===== config.mk =====
export PLATFORM = sky130hd
export DESIGN_NAME = sme_ctrl
export DESIGN_NICKNAME = d
export VERILOG_FILES = /design/src/rtl/sme_pkg.sv /design/src/rtl/sme_ctrl.sv
export SDC_FILE = /design/constraint.sdc
export NUM_CORES = 1
export LEC_CHECK = 0
export ABC_AREA = 1
export BUFFER_PORTS_ARGS = -buffer_cell sky130_fd_sc_hd__buf_2
export CAP_MARGIN = 20
export CORE_AREA = 8 8 45 47
export DETAILED_ROUTE_END_ITERATION = 7
export DIE_AREA = 0 0 53 55
export GPL_TIMING_DRIVEN = 0
export PLACE_DENSITY_LB_ADDON = 0.08
export SETUP_SLACK_MARGIN = 0.02
export SLEW_MARGIN = 20
export SYNTH_ARGS = -nofsm -noshare
export SYNTH_HDL_FRONTEND = slang
export SYNTH_SLANG_ARGS = --single-unit

===== constraint.sdc =====
create_clock -name clock -period 1.1 [get_ports clock]
set_input_delay 0.055 -clock clock [delete_from_list [all_inputs] [get_ports clock]]
set_output_delay 0.055 -clock clock [all_outputs]
set_load 0.01 [all_outputs]

===== src/rtl/sme_pkg.sv =====
package sme_pkg;

   // Field widths fixed by the interface
   localparam int FILE_W = 6;
   localparam int CNT_W  = 7;
   localparam int OP_W   = 2;

   localparam logic [CNT_W-1:0] FILE_COUNT_RESET = 7'd64;

   // Operation codes
   localparam logic [OP_W-1:0] OP_ADD   = 2'd0;
   localparam logic [OP_W-1:0] OP_LIST  = 2'd1;
   localparam logic [OP_W-1:0] OP_COUNT = 2'd2;

   typedef struct packed {
      logic [OP_W-1:0]   operation;
      logic [FILE_W-1:0] file_sel;
      logic              group_last;
   } req_payload_type;

   typedef struct packed {
      logic [FILE_W-1:0] similar_file;
      logic              last_of_run;
      logic              none_found;
      logic [FILE_W-1:0] duplicate_count;
      logic              has_duplicates;
   } rsp_payload_type;

   typedef enum logic [2:0] {
      ST_IDLE,
      ST_APPLY_RD,
      ST_APPLY_WR,
      ST_FETCH,
      ST_LIST,
      ST_COUNT
   } state_type;

   // Controller to datapath
   typedef struct packed {
      logic take;
      logic apply_read;
      logic apply_skip;
      logic apply_write;
      logic apply_end;
      logic fetch;
      logic list_emit;
      logic count_step;
      logic count_emit;
   } dp_cmd_type;

   // Datapath to controller
   typedef struct packed {
      logic apply_done;
      logic apply_member;
      logic is_count;
      logic work_zero;
      logic rest_zero;
      logic out_free;
   } dp_sts_type;

endpackage


===== src/rtl/sme_ctrl.sv =====
module sme_ctrl
   import sme_pkg::*;
(
   input  logic            clock,
   input  logic            reset,
   input  logic            req_valid,
   input  req_payload_type req_data,
   input  dp_sts_type      sts,
   output logic            req_ready,
   output dp_cmd_type      cmd
);

   state_type state_ff;
   state_type state_in;

   // State register
   always_ff @(posedge clock) begin
      if (reset) begin
         state_ff <= ST_IDLE;
      end else begin
         state_ff <= state_in;
      end
   end

   // Next state
   always_comb begin
      state_in = state_ff;
      unique case (state_ff)
         ST_IDLE: begin
            if (req_valid) begin
               unique case (req_data.operation) inside
                  OP_ADD: begin
                     if (req_data.group_last) state_in = ST_APPLY_RD;
                  end
                  OP_LIST, OP_COUNT: state_in = ST_FETCH;
                  default: state_in = ST_IDLE;
               endcase
            end
         end
         ST_APPLY_RD: begin
            if (sts.apply_done) begin
               state_in = ST_IDLE;
            end else if (sts.apply_member) begin
               state_in = ST_APPLY_WR;
            end
         end
         ST_APPLY_WR: state_in = ST_APPLY_RD;
         ST_FETCH:    state_in = sts.is_count ? ST_COUNT : ST_LIST;
         ST_LIST: begin
            if (sts.out_free && (sts.work_zero || sts.rest_zero)) state_in = ST_IDLE;
         end
         ST_COUNT: begin
            if (sts.work_zero && sts.out_free) state_in = ST_IDLE;
         end
         default: state_in = ST_IDLE;
      endcase
   end

   // Outputs
   always_comb begin
      req_ready = 1'b0;
      cmd       = '0;
      unique case (state_ff)
         ST_IDLE: begin
            req_ready = 1'b1;
            cmd.take  = req_valid;
         end
         ST_APPLY_RD: begin
            if (sts.apply_done) begin
               cmd.apply_end = 1'b1;
            end else if (sts.apply_member) begin
               cmd.apply_read = 1'b1;
            end else begin
               cmd.apply_skip = 1'b1;
            end
         end
         ST_APPLY_WR: cmd.apply_write = 1'b1;
         ST_FETCH:    cmd.fetch = 1'b1;
         ST_LIST:     cmd.list_emit = sts.out_free;
         ST_COUNT: begin
            cmd.count_step = !sts.work_zero;
            cmd.count_emit = sts.work_zero && sts.out_free;
         end
         default: begin
            req_ready = 1'b0;
         end
      endcase
   end

endmodule


==> qor.txt <==
Outcome: finished, violations left
Failing checks: negative setup slack
Final period util: 1.02
Worst r2r src: state_ff[2]
Die Span X: 53 um
CP max stage delay: 0.36 ns
Max FFs per register: 3
Row Count: 14
Ys Warns: 0
# clock sinks: 3
Sequential cell area: 66.3 um^2
Avg Inst Size Synth: 5.60 um^2
Layout area overhead: 94.3%
F_max: 887 MHz
RD Place Congestion: 0.709
Post-route DRC violation count: 0
Largest Register: state_ff
Via/cell ratio: 4.34
Die Span Y: 55 um
Fin. Hold Viols: 0
Min cycle time layout: 1.13 ns
Non-filler cells, final: 103
Worst path arrival time: 1.07 ns
Hold Path End: state_ff[0]
Power per Cell Area: 1170 nW/um^2
WP buf/inv: 3
Top Layer Used: met4
CP Capture Type: output port
Util after Layout: 0.432
VDD IR-drop max: 417 uV
Worst-case reg-to-reg path depth: 8
Fin nets: 108
Worst r2r dst: state_ff[1]
Worst Slack Setup Final: -0.0270 ns
WP data required: 1.04 ns
Crit Path Category: reg2out
Yosys cell types: 14
Slowest-stage cell, CP: dfxtp_4
H-tree level count: 1
Hold path depth: 5
Relative slew slack: 0.851
Final wirelength: 1060 um
Post-Synthesis Cell Area: 308 um^2
IO Pins: 28
DP Cell Count: 92
Final Max Tran Viols: 0
CTS tree: yes
DP HPWL: 837 um
Register area share after synthesis: 0.195
Total GRT Usage: 0.0851
Layout Skew: 0.0115 ns
Worst Tran Pin Value: 0.222 ns
Total power: 0.698 mW
Reg2Reg Setup Slack: 0.04 ns
Post-Synthesis Cells: 55
DRT Pass-1 Iters: 3
Pin count of the biggest net entering global routing: 6
Syn Nets: 75
Routed metal-1 wirelength: 381 um
First-pass GRT wire length: 1860 um
Inserted Clock Buffers: 3
Die ar.: 2920 um^2
Vias after detailed routing: 447
Largest registers: state_ff (3)
IO Port Bufs: 21
CTS clk-pin slew, worst paths: 0.05 ns
Grt total ovfl: 0
Max Buffers Root-to-Sink: 2
Core area: 1380 um^2
Crit path max-delay family: flip-flops
P_leak: 0.355 nW
CTS root buffer: clkbuf_4
Max-cap check violation count: 0
Ant. Diodes: 0
Hold wc startpoint: req_valid
RSZ-0062 raised after global routing: true
DR iter-0 viols: 2
DR WL met2: 587 um
Multi-input logic area: 244 um^2
CP Depth: 5
Met3 wire len: 77 um
Layout cells sized above 1: 0.563
Critical Path Fanout Max: 4
Initial antenna violation count: 0
Crit start category: flop
Hold Crit Class: in2reg
Vias in the first global route: 456
DP Worst Slack: 0.0201 ns
Final setup fails: 6
Register bit total from synthesis: 3
Wire length per cell: 10.3 um
Critical-path cell list: inv_6 > nand2_2 > nor2_1 > buf_4 > buf_6
DP Area: 433 um^2
Fillers: 162
DRT antenna net count: 0
Initial Util: 0.222
Worst-skew pair later-pin latency: 0.24 ns
Design area: 598 um^2
[area by class of cell]
| class | count | area share |
|---|---|---|
| plain buffers | 1 | 0.0126 |
| clock buffers | 4 | 0.0439 |
| inverters | 11 | 0.0816 |
| multi-input cells | 40 | 0.408 |
| flip-flops and latches | 3 | 0.111 |
| well taps | 16 | 0.0335 |
| repair buffers | 28 | 0.310 |
[metrics by stage]
stage	hold slack [ns]	setup TNS [ns]
floorplan	0.127	0
global placement	0.233	-0.00699
detailed placement	0.232	0
CTS	0.188	-0.201
global route	0.216	-0.825
finish	0.182	-0.0810
[worst max-delay path by stage]
stage / slack [ns] / from / to
after floorplan: 0.11 / state_ff[0] / state_ff[1]
after global placement: -0.005 / state_ff[2] / state_ff[1]
after detailed placement: 0.02 / state_ff[2] / state_ff[1]
after CTS: -0.04 / state_ff[2] / cmd[3]
after global routing: -0.11 / state_ff[0] / cmd[7]
final: -0.03 / state_ff[2] / cmd[3]
[per-layer routing]
layer,vias up,track usage
li1,234,-
met1,197,0.0893
met2,14,0.148
met5,-,0
met4,0,0.0517
met3,2,0.0241
[cells by family (layout without fill, tap and decap cells)]
family	after synthesis	in the layout	synth area share
buf+inv	12	44	0.159
simple gates	33	33	0.484
compound gates	5	5	0.0813
fa+ha+maj	2	2	0.0813
flops	3	3	0.195
[repair_timing]
item,in CTS,in global routing
pin swaps,2,2
endpoints found under the hold margin,1,0
setup endpoints to repair,11,13
setup buffers,5,1
gates resized for setup,15,6
hold buffers,1,0
[cells in the final DEF (no fill, tap or decap), types with 3 or more instances in the layout]
master,Yosys,layout
buf_2,0,19
nand2_1,13,11
inv_1,9,8
nor2_1,9,7
buf_4,1,6
o21ai_0,4,4
nand2_2,2,3
clkbuf_4,0,3
[synthesized netlist by cell type]
| library cell | instances | share of area |
|---|---|---|
| buf_4 | 1 | 0.024 |
| ha_1 | 2 | 0.081 |
| nand2_1 | 13 | 0.16 |
| nor3b_1 | 2 | 0.049 |
| a21oi_1 | 1 | 0.016 |
| nand3_1 | 4 | 0.065 |
| nor4_1 | 1 | 0.020 |
| nor2_2 | 2 | 0.041 |
| inv_2 | 2 | 0.024 |
| dfxtp_1 | 3 | 0.20 |
| o21ai_0 | 4 | 0.065 |
| nand2_2 | 2 | 0.041 |
| inv_1 | 9 | 0.11 |
| nor2_1 | 9 | 0.11 |
[power breakdown]
part / internal (mW) / leakage, nW / switching [mW]
logic: 0.160 / 0.314 / 0.183
clock network: 0.137 / 0.0150 / 0.0690
registers: 0.127 / 0.0261 / 0.0226
total: 0.423 / 0.355 / 0.275
[worst reg2reg max path: cells and delay by family, from the launching register on]
| kind | cells | cell delay (ns) |
|---|---|---|
| buffers and inverters | 2 | 0.18 |
| and+or+nand+nor | 6 | 0.40 |
| DFF | 1 | 0.38 |
(Power assumes the default switching activity.)
